<file path="config.mk">
export PLATFORM = sky130hd
export DESIGN_NAME = i2c_eeprom_page_write_verify_master
export DESIGN_NICKNAME = d
export VERILOG_FILES = /design/src/hw/rtl/i2cee_pkg.sv /design/src/hw/rtl/i2c_eeprom_page_write_verify_master.sv
export SDC_FILE = /design/constraint.sdc
export NUM_CORES = 2
export LEC_CHECK = 0
export BUFFER_PORTS_ARGS = -buffer_cell sky130_fd_sc_hd__buf_2
export CAP_MARGIN = 10
export CORE_ASPECT_RATIO = 1.75
export CORE_MARGIN = 5
export CORE_UTILIZATION = 63
export DETAILED_ROUTE_END_ITERATION = 7
export PLACE_DENSITY = 0.76
export SYNTH_ARGS = -nofsm -noshare
export SYNTH_HDL_FRONTEND = slang
export SYNTH_SLANG_ARGS = --single-unit
export TNS_END_PERCENT = 5
</file>
<file path="constraint.sdc">
create_clock -name clk -period 5.3 [get_ports clk]
set_input_delay 0.53 -clock clk [delete_from_list [all_inputs] [get_ports clk]]
set_output_delay 0.53 -clock clk [all_outputs]
set_load 0.005 [all_outputs]
</file>
<file path="src/hw/rtl/i2cee_pkg.sv">
`default_nettype none
package i2cee_pkg;

    // buffer and bus timing
    localparam int BUFFER_DEPTH    = 256;
    localparam int BUF_AW          = $clog2(BUFFER_DEPTH);
    localparam int TICKS_PER_DELAY = 1;
    localparam int PRE_W           = $clog2(TICKS_PER_DELAY) + 1;

    // input modes
    localparam logic [2:0] MODE_TICK  = 3'd0;
    localparam logic [2:0] MODE_LOAD  = 3'd1;
    localparam logic [2:0] MODE_READ  = 3'd2;
    localparam logic [2:0] MODE_WRITE = 3'd3;
    localparam logic [2:0] MODE_FILL  = 3'd4;

    // operation kinds
    localparam logic [1:0] OP_READ  = 2'd0;
    localparam logic [1:0] OP_WRITE = 2'd1;
    localparam logic [1:0] OP_FILL  = 2'd2;

    // status codes
    localparam logic [1:0] ST_OK       = 2'd0;
    localparam logic [1:0] ST_NACK     = 2'd1;
    localparam logic [1:0] ST_MISMATCH = 2'd2;
    localparam logic [1:0] ST_BAD      = 2'd3;

    // config register indexes
    localparam logic [2:0] CFG_BIT_ORDER  = 3'd0;
    localparam logic [2:0] CFG_TWO_BYTE   = 3'd1;
    localparam logic [2:0] CFG_PAGE_MASK  = 3'd2;
    localparam logic [2:0] CFG_WRITE_WAIT = 3'd3;
    localparam logic [2:0] CFG_FILL_WAIT  = 3'd4;

    // send step results
    localparam logic [1:0] SEND_RUN  = 2'd0;
    localparam logic [1:0] SEND_ACK  = 2'd1;
    localparam logic [1:0] SEND_NACK = 2'd2;

endpackage
`default_nettype wire

</file>
<file path="src/hw/rtl/i2c_eeprom_page_write_verify_master.sv">
// an accepted word's result word is registered in the output register in the next cycle
// throughput: one word per cycle while the output is not stalled; each word is one bus delay tick or one command
// the pin sequencer advances one step per tick word; write-cycle waits count tick words
// reset: idle, scl/sda_oe/sda_out high, config at defaults; the page buffer is not cleared
`default_nettype none
module i2c_eeprom_page_write_verify_master
    import i2cee_pkg::*;
(
    input  wire logic        clk,
    input  wire logic        rst_n,
    input  wire logic        cfg_we,
    input  wire logic [2:0]  cfg_index,
    input  wire logic [23:0] cfg_data,
    input  wire logic        in_valid,
    output logic             in_stall,
    input  wire logic [2:0]  mode,
    input  wire logic        sda_in,
    input  wire logic [7:0]  data_byte,
    input  wire logic [15:0] start_address,
    input  wire logic [15:0] byte_count,
    input  wire logic [7:0]  device_address,
    output logic             out_valid,
    input  wire logic        out_stall,
    output logic             scl,
    output logic             sda_oe,
    output logic             sda_out,
    output logic [7:0]       read_byte,
    output logic             read_valid,
    output logic             busy_res,
    output logic             done_res,
    output logic [1:0]       status
);

    // phase codes
    localparam logic [3:0] PH_IDLE      = 4'd0;
    localparam logic [3:0] PH_AD_START  = 4'd1;
    localparam logic [3:0] PH_AD_CTRL   = 4'd2;
    localparam logic [3:0] PH_AD_HI     = 4'd3;
    localparam logic [3:0] PH_AD_LO     = 4'd4;
    localparam logic [3:0] PH_WR_DATA   = 4'd5;
    localparam logic [3:0] PH_PAGE_STOP = 4'd6;
    localparam logic [3:0] PH_WAIT      = 4'd7;
    localparam logic [3:0] PH_RD_START  = 4'd8;
    localparam logic [3:0] PH_RD_CTRL   = 4'd9;
    localparam logic [3:0] PH_RD_BYTE   = 4'd10;
    localparam logic [3:0] PH_RD_LAST   = 4'd11;
    localparam logic [3:0] PH_END_STOP  = 4'd12;

    // config registers
    logic        msb_reg, two_byte_reg;
    logic [7:0]  page_mask_reg;
    logic [23:0] write_wait_reg, fill_wait_reg;

    // sequencer state
    logic [3:0]       ph_reg, ph_next;
    logic [2:0]       ts_reg, ts_next;
    logic [3:0]       bi_reg, bi_next;
    logic [7:0]       sb_reg, sb_next;
    logic [15:0]      ca_reg, ca_next;
    logic [15:0]      bd_reg, bd_next;
    logic [23:0]      wc_reg, wc_next;
    logic [1:0]       ec_reg, ec_next;
    logic [PRE_W-1:0] ps_reg, ps_next;
    logic [1:0]       op_reg, op_next;
    logic [15:0]      rc_reg, rc_next;
    logic [15:0]      ba_reg, ba_next;
    logic [7:0]       da_reg, da_next;
    logic [7:0]       fv_reg, fv_next;
    logic             wr_reg, wr_next;
    logic             scl_reg, scl_next;
    logic             oe_reg, oe_next;
    logic             sdo_reg, sdo_next;

    // result word
    logic       ov_reg;
    logic [7:0] rb_reg, rb_next;
    logic       rv_reg, rv_next;
    logic       busy_reg;
    logic       done_reg, done_next;
    logic [1:0] st_reg, st_next;

    // page buffer
    logic [7:0]        buf_mem [BUFFER_DEPTH];
    logic [7:0]        exp_q;
    logic [BUF_AW-1:0] rd_addr;
    logic              accept;
    logic              load_en;
    logic [7:0]        exp_byte;
    logic [7:0]        ctrl_byte;

    assign in_stall = ov_reg && out_stall;
    assign accept   = in_valid && !in_stall;
    assign load_en  = accept && (ph_reg == PH_IDLE) && (mode == MODE_LOAD)
                      && ({1'b0, start_address} < 17'(BUFFER_DEPTH));
    assign rd_addr  = accept ? bd_next[BUF_AW-1:0] : bd_reg[BUF_AW-1:0];
    assign exp_byte = (op_reg == OP_FILL) ? fv_reg : exp_q;
    assign ctrl_byte = two_byte_reg ? da_reg : (da_reg | {4'b0, ca_reg[10:8], 1'b0});

    // buffer write on load, registered read of the entry at bytes_done
    always_ff @(posedge clk)
    begin
        if (load_en)
        begin
            buf_mem[start_address[BUF_AW-1:0]] <= data_byte;
        end
        exp_q <= buf_mem[rd_addr];
    end

    // next state for one accepted word
    always_comb
    begin
        logic [1:0] sres;
        logic       rdone;
        logic       sdone;
        logic       run;
        logic       ack;
        logic [7:0] src;
        logic [23:0] wt;

        ph_next = ph_reg; ts_next = ts_reg; bi_next = bi_reg; sb_next = sb_reg;
        ca_next = ca_reg; bd_next = bd_reg; wc_next = wc_reg; ec_next = ec_reg;
        ps_next = ps_reg; op_next = op_reg; rc_next = rc_reg; ba_next = ba_reg;
        da_next = da_reg; fv_next = fv_reg; wr_next = wr_reg;
        scl_next = scl_reg; oe_next = oe_reg; sdo_next = sdo_reg;
        rb_next = 8'd0; rv_next = 1'b0; done_next = 1'b0; st_next = ST_OK;
        sres = SEND_RUN; rdone = 1'b0; sdone = 1'b0; run = 1'b0;
        ack = (ph_reg == PH_RD_BYTE);
        src = sb_reg;
        wt = 24'd0;

        if (ph_reg == PH_IDLE)
        begin
            if (mode == MODE_READ || mode == MODE_WRITE || mode == MODE_FILL)
            begin
                op_next = (mode == MODE_READ) ? OP_READ :
                          (mode == MODE_WRITE) ? OP_WRITE : OP_FILL;
                if (byte_count == 16'd0 || (mode == MODE_WRITE &&
                    {1'b0, byte_count} > 17'(BUFFER_DEPTH)))
                begin
                    done_next = 1'b1;
                    st_next = ST_BAD;
                end
                else
                begin
                    rc_next = byte_count; ba_next = start_address;
                    da_next = device_address; fv_next = data_byte;
                    ca_next = start_address; bd_next = 16'd0; wc_next = 24'd0;
                    ec_next = ST_OK; ps_next = '0; sb_next = 8'd0;
                    wr_next = (mode != MODE_READ);
                    ph_next = PH_AD_START; ts_next = 3'd0; bi_next = 4'd0;
                end
            end
        end
        else if (mode == MODE_TICK)
        begin
            if (ps_reg != '0)
            begin
                ps_next = ps_reg + 1'b1;
                if (ps_next >= PRE_W'(TICKS_PER_DELAY))
                begin
                    ps_next = '0;
                end
            end
            else if (ph_reg == PH_WAIT)
            begin
                if (wc_reg <= 24'd1)
                begin
                    wc_next = 24'd0;
                    if (bd_reg == rc_reg)
                    begin
                        wr_next = 1'b0;
                        ca_next = ba_reg;
                    end
                    ph_next = PH_AD_START; ts_next = 3'd0; bi_next = 4'd0;
                end
                else
                begin
                    wc_next = wc_reg - 24'd1;
                end
            end
            else
            begin
                run = 1'b1;
            end
        end

        if (run)
        begin
            // start and stop conditions
            if (ph_reg == PH_AD_START || ph_reg == PH_RD_START)
            begin
                unique case (ts_reg)
                    3'd0:
                    begin
                        if (ph_reg == PH_RD_START) scl_next = 1'b0;
                        oe_next = 1'b1; sdo_next = 1'b1; ts_next = ts_reg + 3'd1;
                    end
                    3'd1: begin scl_next = 1'b1; ts_next = ts_reg + 3'd1; end
                    3'd2: begin sdo_next = 1'b0; ts_next = ts_reg + 3'd1; end
                    default: begin scl_next = 1'b0; ts_next = 3'd0; sdone = 1'b1; end
                endcase
            end
            if (ph_reg == PH_PAGE_STOP || ph_reg == PH_END_STOP)
            begin
                unique case (ts_reg)
                    3'd0:
                    begin
                        oe_next = 1'b1; scl_next = 1'b0; ts_next = ts_reg + 3'd1;
                    end
                    3'd1: begin sdo_next = 1'b0; ts_next = ts_reg + 3'd1; end
                    3'd2: begin scl_next = 1'b1; ts_next = ts_reg + 3'd1; end
                    default: begin sdo_next = 1'b1; ts_next = 3'd0; sdone = 1'b1; end
                endcase
            end

            // byte send with acknowledge sample
            if (ph_reg == PH_AD_CTRL || ph_reg == PH_AD_HI || ph_reg == PH_AD_LO
                || ph_reg == PH_WR_DATA || ph_reg == PH_RD_CTRL)
            begin
                if (bi_reg == 4'd0)
                begin
                    scl_next = 1'b0; bi_next = 4'd1; ts_next = 3'd0;
                end
                else if (bi_reg <= 4'd8)
                begin
                    unique case (ts_reg)
                        3'd0:
                        begin
                            oe_next = 1'b1;
                            if (ph_reg == PH_WR_DATA && bi_reg == 4'd1) src = exp_byte;
                            sdo_next = msb_reg ? src[7] : src[0];
                            sb_next = msb_reg ? {src[6:0], 1'b0} : {1'b0, src[7:1]};
                        end
                        3'd1: scl_next = 1'b1;
                        3'd2: scl_next = scl_reg;
                        default: scl_next = 1'b0;
                    endcase
                    if (ts_reg >= 3'd3)
                    begin
                        ts_next = 3'd0; bi_next = bi_reg + 4'd1;
                    end
                    else
                    begin
                        ts_next = ts_reg + 3'd1;
                    end
                end
                else if (ts_reg == 3'd0)
                begin
                    oe_next = 1'b0; ts_next = 3'd1;
                end
                else
                begin
                    scl_next = 1'b1; ts_next = 3'd0; bi_next = 4'd0;
                    sres = sda_in ? SEND_NACK : SEND_ACK;
                end
            end

            // byte receive with optional acknowledge
            if (ph_reg == PH_RD_BYTE || ph_reg == PH_RD_LAST)
            begin
                if (bi_reg == 4'd0)
                begin
                    oe_next = 1'b0; scl_next = 1'b0; sb_next = 8'd0;
                    bi_next = 4'd1; ts_next = 3'd0;
                end
                else if (bi_reg <= 4'd8)
                begin
                    if (ts_reg == 3'd1)
                    begin
                        scl_next = 1'b1;
                        sb_next = msb_reg ? {sb_reg[6:0], sda_in} : {sda_in, sb_reg[7:1]};
                    end
                    else if (ts_reg >= 3'd3)
                    begin
                        scl_next = 1'b0;
                    end
                    if (ts_reg >= 3'd3)
                    begin
                        ts_next = 3'd0;
                        bi_next = bi_reg + 4'd1;
                        if (bi_next == 4'd9 && !ack)
                        begin
                            bi_next = 4'd0; rdone = 1'b1;
                        end
                    end
                    else
                    begin
                        ts_next = ts_reg + 3'd1;
                    end
                end
                else if (ts_reg == 3'd0)
                begin
                    oe_next = 1'b1; sdo_next = 1'b0; ts_next = 3'd1;
                end
                else if (ts_reg == 3'd1)
                begin
                    scl_next = 1'b1; ts_next = 3'd2;
                end
                else
                begin
                    ts_next = 3'd0; bi_next = 4'd0; rdone = 1'b1;
                end
            end

            // phase transitions
            unique case (ph_reg)
                PH_AD_START:
                begin
                    if (sdone)
                    begin
                        ph_next = PH_AD_CTRL; ts_next = 3'd0; bi_next = 4'd0;
                        sb_next = ctrl_byte;
                    end
                end
                PH_RD_START:
                begin
                    if (sdone)
                    begin
                        ph_next = PH_RD_CTRL; ts_next = 3'd0; bi_next = 4'd0;
                        sb_next = ctrl_byte | 8'h01;
                    end
                end
                PH_AD_CTRL, PH_AD_HI, PH_AD_LO, PH_WR_DATA, PH_RD_CTRL:
                begin
                    if (sres == SEND_NACK)
                    begin
                        ec_next = ST_NACK;
                        ph_next = PH_END_STOP; ts_next = 3'd0; bi_next = 4'd0;
                    end
                    else if (sres == SEND_ACK)
                    begin
                        ts_next = 3'd0; bi_next = 4'd0;
                        if (ph_reg == PH_AD_CTRL && two_byte_reg)
                        begin
                            ph_next = PH_AD_HI; sb_next = ca_reg[15:8];
                        end
                        else if (ph_reg == PH_AD_CTRL || ph_reg == PH_AD_HI)
                        begin
                            ph_next = PH_AD_LO; sb_next = ca_reg[7:0];
                        end
                        else if (ph_reg == PH_AD_LO)
                        begin
                            ph_next = wr_reg ? PH_WR_DATA : PH_RD_START;
                        end
                        else if (ph_reg == PH_WR_DATA)
                        begin
                            ca_next = ca_reg + 16'd1;
                            bd_next = bd_reg + 16'd1;
                            if ((ca_next[7:0] & page_mask_reg) == 8'd0 || bd_next == rc_reg)
                            begin
                                ph_next = PH_PAGE_STOP;
                            end
                        end
                        else
                        begin
                            bd_next = 16'd0;
                            ph_next = (rc_reg > 16'd1) ? PH_RD_BYTE : PH_RD_LAST;
                        end
                    end
                end
                PH_PAGE_STOP:
                begin
                    if (sdone)
                    begin
                        wt = (op_reg == OP_FILL) ? fill_wait_reg : write_wait_reg;
                        ts_next = 3'd0; bi_next = 4'd0;
                        if (wt == 24'd0)
                        begin
                            if (bd_reg == rc_reg)
                            begin
                                wr_next = 1'b0; ca_next = ba_reg;
                            end
                            ph_next = PH_AD_START;
                        end
                        else
                        begin
                            ph_next = PH_WAIT; wc_next = wt;
                        end
                    end
                end
                PH_RD_BYTE:
                begin
                    if (rdone)
                    begin
                        if (op_reg != OP_READ && sb_next != exp_byte)
                        begin
                            ec_next = ST_MISMATCH;
                            ph_next = PH_RD_LAST; ts_next = 3'd0; bi_next = 4'd0;
                        end
                        else
                        begin
                            if (op_reg == OP_READ)
                            begin
                                rb_next = sb_next; rv_next = 1'b1;
                            end
                            bd_next = bd_reg + 16'd1;
                            if (bd_next >= rc_reg - 16'd1)
                            begin
                                ph_next = PH_RD_LAST; ts_next = 3'd0; bi_next = 4'd0;
                            end
                        end
                    end
                end
                PH_RD_LAST:
                begin
                    if (rdone)
                    begin
                        if (op_reg == OP_READ)
                        begin
                            rb_next = sb_next; rv_next = 1'b1;
                        end
                        else if (sb_next != exp_byte)
                        begin
                            ec_next = ST_MISMATCH;
                        end
                        ph_next = PH_END_STOP; ts_next = 3'd0; bi_next = 4'd0;
                    end
                end
                PH_END_STOP:
                begin
                    if (sdone)
                    begin
                        ph_next = PH_IDLE; ts_next = 3'd0; bi_next = 4'd0;
                        done_next = 1'b1;
                    end
                end
                default:
                begin
                    ph_next = PH_IDLE; ts_next = 3'd0; bi_next = 4'd0;
                end
            endcase

            // delay prescaler and status on completion
            if (done_next)
            begin
                ps_next = '0;
                st_next = ec_next;
            end
            else
            begin
                ps_next = PRE_W'(1);
                if (ps_next >= PRE_W'(TICKS_PER_DELAY))
                begin
                    ps_next = '0;
                end
            end
        end
    end

    // config writes
    always_ff @(posedge clk or negedge rst_n)
    begin
        if (!rst_n)
        begin
            msb_reg        <= 1'b1;
            two_byte_reg   <= 1'b0;
            page_mask_reg  <= 8'd15;
            write_wait_reg <= 24'd40000;
            fill_wait_reg  <= 24'd120000;
        end
        else if (cfg_we)
        begin
            unique case (cfg_index)
                CFG_BIT_ORDER:  msb_reg        <= cfg_data[0];
                CFG_TWO_BYTE:   two_byte_reg   <= cfg_data[0];
                CFG_PAGE_MASK:  page_mask_reg  <= cfg_data[7:0];
                CFG_WRITE_WAIT: write_wait_reg <= cfg_data;
                CFG_FILL_WAIT:  fill_wait_reg  <= cfg_data;
                default:        msb_reg        <= msb_reg;
            endcase
        end
    end

    // sequencer state and result word
    always_ff @(posedge clk or negedge rst_n)
    begin
        if (!rst_n)
        begin
            ph_reg <= PH_IDLE; ts_reg <= 3'd0; bi_reg <= 4'd0; sb_reg <= 8'd0;
            ca_reg <= 16'd0; bd_reg <= 16'd0; wc_reg <= 24'd0; ec_reg <= ST_OK;
            ps_reg <= '0; op_reg <= OP_READ; rc_reg <= 16'd0; ba_reg <= 16'd0;
            da_reg <= 8'd0; fv_reg <= 8'd0; wr_reg <= 1'b0;
            scl_reg <= 1'b1; oe_reg <= 1'b1; sdo_reg <= 1'b1;
            ov_reg <= 1'b0; rb_reg <= 8'd0; rv_reg <= 1'b0; busy_reg <= 1'b0;
            done_reg <= 1'b0; st_reg <= ST_OK;
        end
        else
        begin
            if (accept)
            begin
                ph_reg <= ph_next; ts_reg <= ts_next; bi_reg <= bi_next;
                sb_reg <= sb_next; ca_reg <= ca_next; bd_reg <= bd_next;
                wc_reg <= wc_next; ec_reg <= ec_next; ps_reg <= ps_next;
                op_reg <= op_next; rc_reg <= rc_next; ba_reg <= ba_next;
                da_reg <= da_next; fv_reg <= fv_next; wr_reg <= wr_next;
                scl_reg <= scl_next; oe_reg <= oe_next; sdo_reg <= sdo_next;
                rb_reg <= rb_next; rv_reg <= rv_next;
                busy_reg <= (ph_next != PH_IDLE);
                done_reg <= done_next; st_reg <= st_next;
                ov_reg <= 1'b1;
            end
            else if (!out_stall)
            begin
                ov_reg <= 1'b0;
            end
        end
    end

    assign out_valid  = ov_reg;
    assign scl        = scl_reg;
    assign sda_oe     = oe_reg;
    assign sda_out    = sdo_reg;
    assign read_byte  = rb_reg;
    assign read_valid = rv_reg;
    assign busy_res   = busy_reg;
    assign done_res   = done_reg;
    assign status     = st_reg;

    // checks
    a_done_not_busy: assert property (@(posedge clk) disable iff (!rst_n)
        out_valid && done_res |-> !busy_res)
        else $error("done word while still busy");

    a_read_busy: assert property (@(posedge clk) disable iff (!rst_n)
        out_valid && read_valid |-> busy_res && !done_res)
        else $error("read word outside a request");

    a_status_done: assert property (@(posedge clk) disable iff (!rst_n)
        out_valid && status != ST_OK |-> done_res)
        else $error("status without done");

    a_idle_bus: assert property (@(posedge clk) disable iff (!rst_n)
        ph_reg == PH_IDLE |-> scl_reg && sdo_reg && oe_reg)
        else $error("bus not released while idle");

endmodule
`default_nettype wire
</file>
==> impl_metrics.py <==
metrics = {
    "outcome": {
        "outcome": "finished with violations",
        "violations": "design-rule violations, negative setup slack",
    },
    "floorplan": {
        "io_pins": 102,
        "core_area_um2": 153300,
        "die_h_um": 529.5,
        "initial_core_util_pct": 63.36,
        "dieArea_um2": 162500,
        "die_w_um": 306.8,
        "rows": 190,
    },
    "synth": {
        "synth_edf_count": 2048,
        "synth_seq_area_share_pct": 68.72,
        "synth_cell_type_count": 96,
        "synth.avg_cell_area_um2": 12.84,
        "syn_inst": 7565,
        "syn_nets": 7680,
        "ys_async_sr_fraction_pct": 8.986,
        "synth.ff_latch_count": 2259,
        "synthesis.area_um2": 97150,
        "yosysWarnings": 0,
        "synth_flop_cell": "edfxtp_1",
    },
    "clock_network": {
        "cts_max_level": 4,
        "cts_tree": "built",
        "ctsLongestPathBuffers": 4,
        "worstSkewPairLatency_ns": 0.87,
        "path_clk_slew_ns": 0.07,
        "cts_buffers": 199,
        "cts_root_buf": "clkbuf_16",
        "clock-sinks": 2259,
    },
    "timing": {
        "rsz0062_at_grt": "yes",
        "setup_slack_ns": -0.3568,
        "skew_ns": 0.05431,
        "fmax_mhz": 176.8,
        "finalSetupViolCount": 8,
        "post-route-period-util_pct": 106.7,
        "hold_viol_final": 0,
        "max_slew_margin_pct": 16.09,
        "worstMarginPinSlew_ns": 1.259,
        "maxSlewViolCount": 0,
        "min_period_ns": 5.657,
    },
    "critical_path": {
        "cp_max_fo": 7,
        "required_ns": 6.05,
        "cp-start-kind": "flip-flop",
        "arrival_ns": 6.40,
        "worst_setup_path_end_kind": "flip-flop",
        "criticalPathCategory": "flip-flop to flip-flop",
    },
    "cells_and_area": {
        "drive_above_1_share_pct": 21.21,
        "multi_input_area_um2": 29260,
        "final_cell_mix": "edfxtp_1, nand2_1, buf_4",
        "layout.nets": 8594,
        "final_area_um2": 116500,
        "largest_reg_flops": 2048,
        "syn_to_final_growth_pct": 19.90,
        "fillers": 9220,
        "seqCellArea_um2": 66770,
        "final_common_cell": "edfxtp_1",
    },
    "power_and_ir_drop": {
        "pwr-share-seq_pct": 37.2,
        "powerDensity_nw_per_um2": 472.2,
        "p_int_w": 0.03571,
        "switchingPower_w": 0.01929,
        "vdd_drop_max_mv": 0.4177,
        "p_leak_nw": 42.69,
        "combPwrFrac_pct": 36.7,
        "p_total_w": 0.05500,
        "switching_share_pct": 35.08,
        "pwr-share-clk_pct": 26.2,
    },
    "detailed_routing": {
        "drt_wl_total_um": 330300,
        "dr.pass1.iters": 8,
        "avgRoutedWirePerCell_um": 31.01,
        "antenna_left": 0,
        "viasPerCell": 6.812,
        "drt_iter0_drc": 9656,
        "via_count": 72547,
        "drc_errors": 4,
    },
    "global_routing": {
        "grt_pass1_wl_um": 470800,
        "track_usage_pct": 39.56,
        "grt_pass1_vias": 71949,
        "grt-ovfl-total": 0,
        "antenna_found_initial": 14,
        "grt_max_degree": 164,
    },
    "placed_design": {
        "detailedPlacementHpwl_um": 212300,
        "port_buffers": 101,
        "placed_cell_area_um2": 106600,
        "gp_congestion": 1.007,
    },
    "job": {
        "maxCapViolCount": 0,
    },
    "worst_hold_path": {
        "hold_class": "primary input to flip-flop",
    },
}
## critical path, stage by stage, from the launching register on
cell	delay, ns
dfrtp_1	0.40
buf_4	0.16
and2b_4	0.29
buf_4	0.13
mux2_4	0.32
mux2i_4	0.18
o22ai_2	0.09
o31a_1	0.34
a2111oi_4	0.44
and3_1	0.24
buf_6	0.13
a31oi_4	0.08
and2_4	0.21
buf_12	0.15
buf_12	0.13
clkinv_8	0.09
buf_12	0.15
nor2_4	0.06
buf_12	0.15
buf_4	0.14
a221oi_2	0.22
o311ai_1	0.11
buf_4	0.18
o211ai_1	0.55
o41ai_4	0.28
a211oi_2	0.28
## synth_stat cells, types with 14 or more instances
| cell | n | area share, % |
|---|---|---|
| edfxtp_1 | 2048 | 63 |
| nand2_1 | 1384 | 5.3 |
| nand3_1 | 566 | 2.9 |
| nor2_1 | 413 | 1.6 |
| mux2i_1 | 395 | 4.1 |
| clkbuf_1 | 302 | 1.2 |
| a211oi_1 | 209 | 1.6 |
| o21ai_0 | 203 | 1.0 |
| a21oi_1 | 189 | 0.97 |
| dfrtp_1 | 183 | 4.7 |
| and3_1 | 164 | 1.1 |
| buf_2 | 157 | 0.81 |
| a31oi_1 | 129 | 0.83 |
| nand4_1 | 88 | 0.57 |
| mux2_2 | 66 | 0.77 |
| nor3_1 | 61 | 0.31 |
| xnor2_1 | 60 | 0.54 |
| a221oi_1 | 56 | 0.50 |
| o211ai_1 | 53 | 0.41 |
| inv_1 | 52 | 0.20 |
| o22ai_1 | 47 | 0.30 |
| a311oi_1 | 46 | 0.41 |
| a32oi_1 | 43 | 0.39 |
| nor4_1 | 43 | 0.28 |
| buf_1 | 35 | 0.14 |
| buf_4 | 34 | 0.26 |
| o2111ai_1 | 34 | 0.31 |
| nor2b_1 | 33 | 0.21 |
| a22oi_1 | 32 | 0.25 |
| a22o_1 | 31 | 0.28 |
| ha_1 | 31 | 0.40 |
| a2111oi_0 | 29 | 0.26 |
| or3_1 | 24 | 0.15 |
| o32ai_1 | 23 | 0.21 |
| xor2_1 | 22 | 0.20 |
| dfstp_2 | 20 | 0.54 |
| a21o_1 | 18 | 0.14 |
| mux4_2 | 17 | 0.39 |
| nand2b_1 | 15 | 0.097 |
| o221ai_1 | 15 | 0.14 |
| o31ai_1 | 14 | 0.11 |
## power groups by stage
stage	Combinational, W	Clock (W)	Sequential, W
finish	0.0202	0.0144	0.0204
global route	0.0208	0.0151	0.0205
CTS	0.0188	0.0144	0.0204
detailed placement	0.0172	0	0.0208
global placement	0.0169	0	0.0207
floorplan	0.00918	0	0.0205
## repair_timing
action | CTS | global route
hold buffers | 55 | 0
hold endpoints to repair | 146 | 0
buffers inserted | 37 | 33
pin swaps | 59 | 58
gates resized for setup | 204 | 169
cloned | 15 | 5
setup endpoints to repair | 11 | 11
## layer usage
metal | routed length (µm) | share of wire [%] | track usage (%) | vias to the layer above
met5 | 43 | 0.013 | 0 | -
met4 | 39450 | 12 | 35.96 | 8
met3 | 33270 | 10 | 7.879 | 1690
met2 | 160400 | 49 | 66.18 | 5149
li1 | - | - | - | 30494
met1 | 97070 | 29 | 42.09 | 35206
## metrics by stage
step           std cells  TNS, ns  setup slack (ns)  hold WS [ns]  utilization, %
2_1_floorplan       7565        0            0.3563        0.2344               -
3_3_place_gp       10153   -10.86            -1.474        0.4443           69.53
3_5_place_dp       10154   -10.64            -1.398        0.4613           69.54
4_1_cts            10607  -0.5585          -0.09794      0.002605           75.15
5_1_grt            10644   -2.703           -0.3849       0.03521           75.95
6_report           10650   -2.388           -0.3568       0.03288           75.96
## cells by family after synthesis
kind of cell / after synthesis / share of synthesized area, %
fa+ha+maj: 32 / 0.4096
simple gates: 2835 / 12.90
buf+inv: 600 / 2.768
flops: 2259 / 68.72
xor+xnor: 82 / 0.7393
compound gates: 1279 / 9.233
mux: 478 / 5.229
## worst paths after layout
path | cells after the start | slack [ns] | end | start
max | 25 | -0.36 | exp_q[6] | op_reg[0]
min | 3 | 0.03 | msb_reg | cfg_data[0]
max reg2reg | 25 | -0.36 | exp_q[6] | op_reg[0]
min reg2reg | 1 | 0.47 | read_valid | read_valid
max in group asynchronous | 3 | 3.76 | write_wait_reg[13] | rst_n
min in group asynchronous | 2 | 0.24 | rc_reg[4] | rst_n
## layout make-up
cell class / count / share of cell area [%]
tap: 2016 / 2.166
timing repair inverter: 2 / 0.02793
timing repair buffer: 1250 / 9.735
clock inverter: 104 / 0.8755
multi-input combinational: 4707 / 25.12
inverter: 60 / 0.2309
clock buffer: 245 / 4.513
sequential: 2259 / 57.32
antenna: 7 / 0.01504
Note: power is estimated with default switching activity, not from simulation.
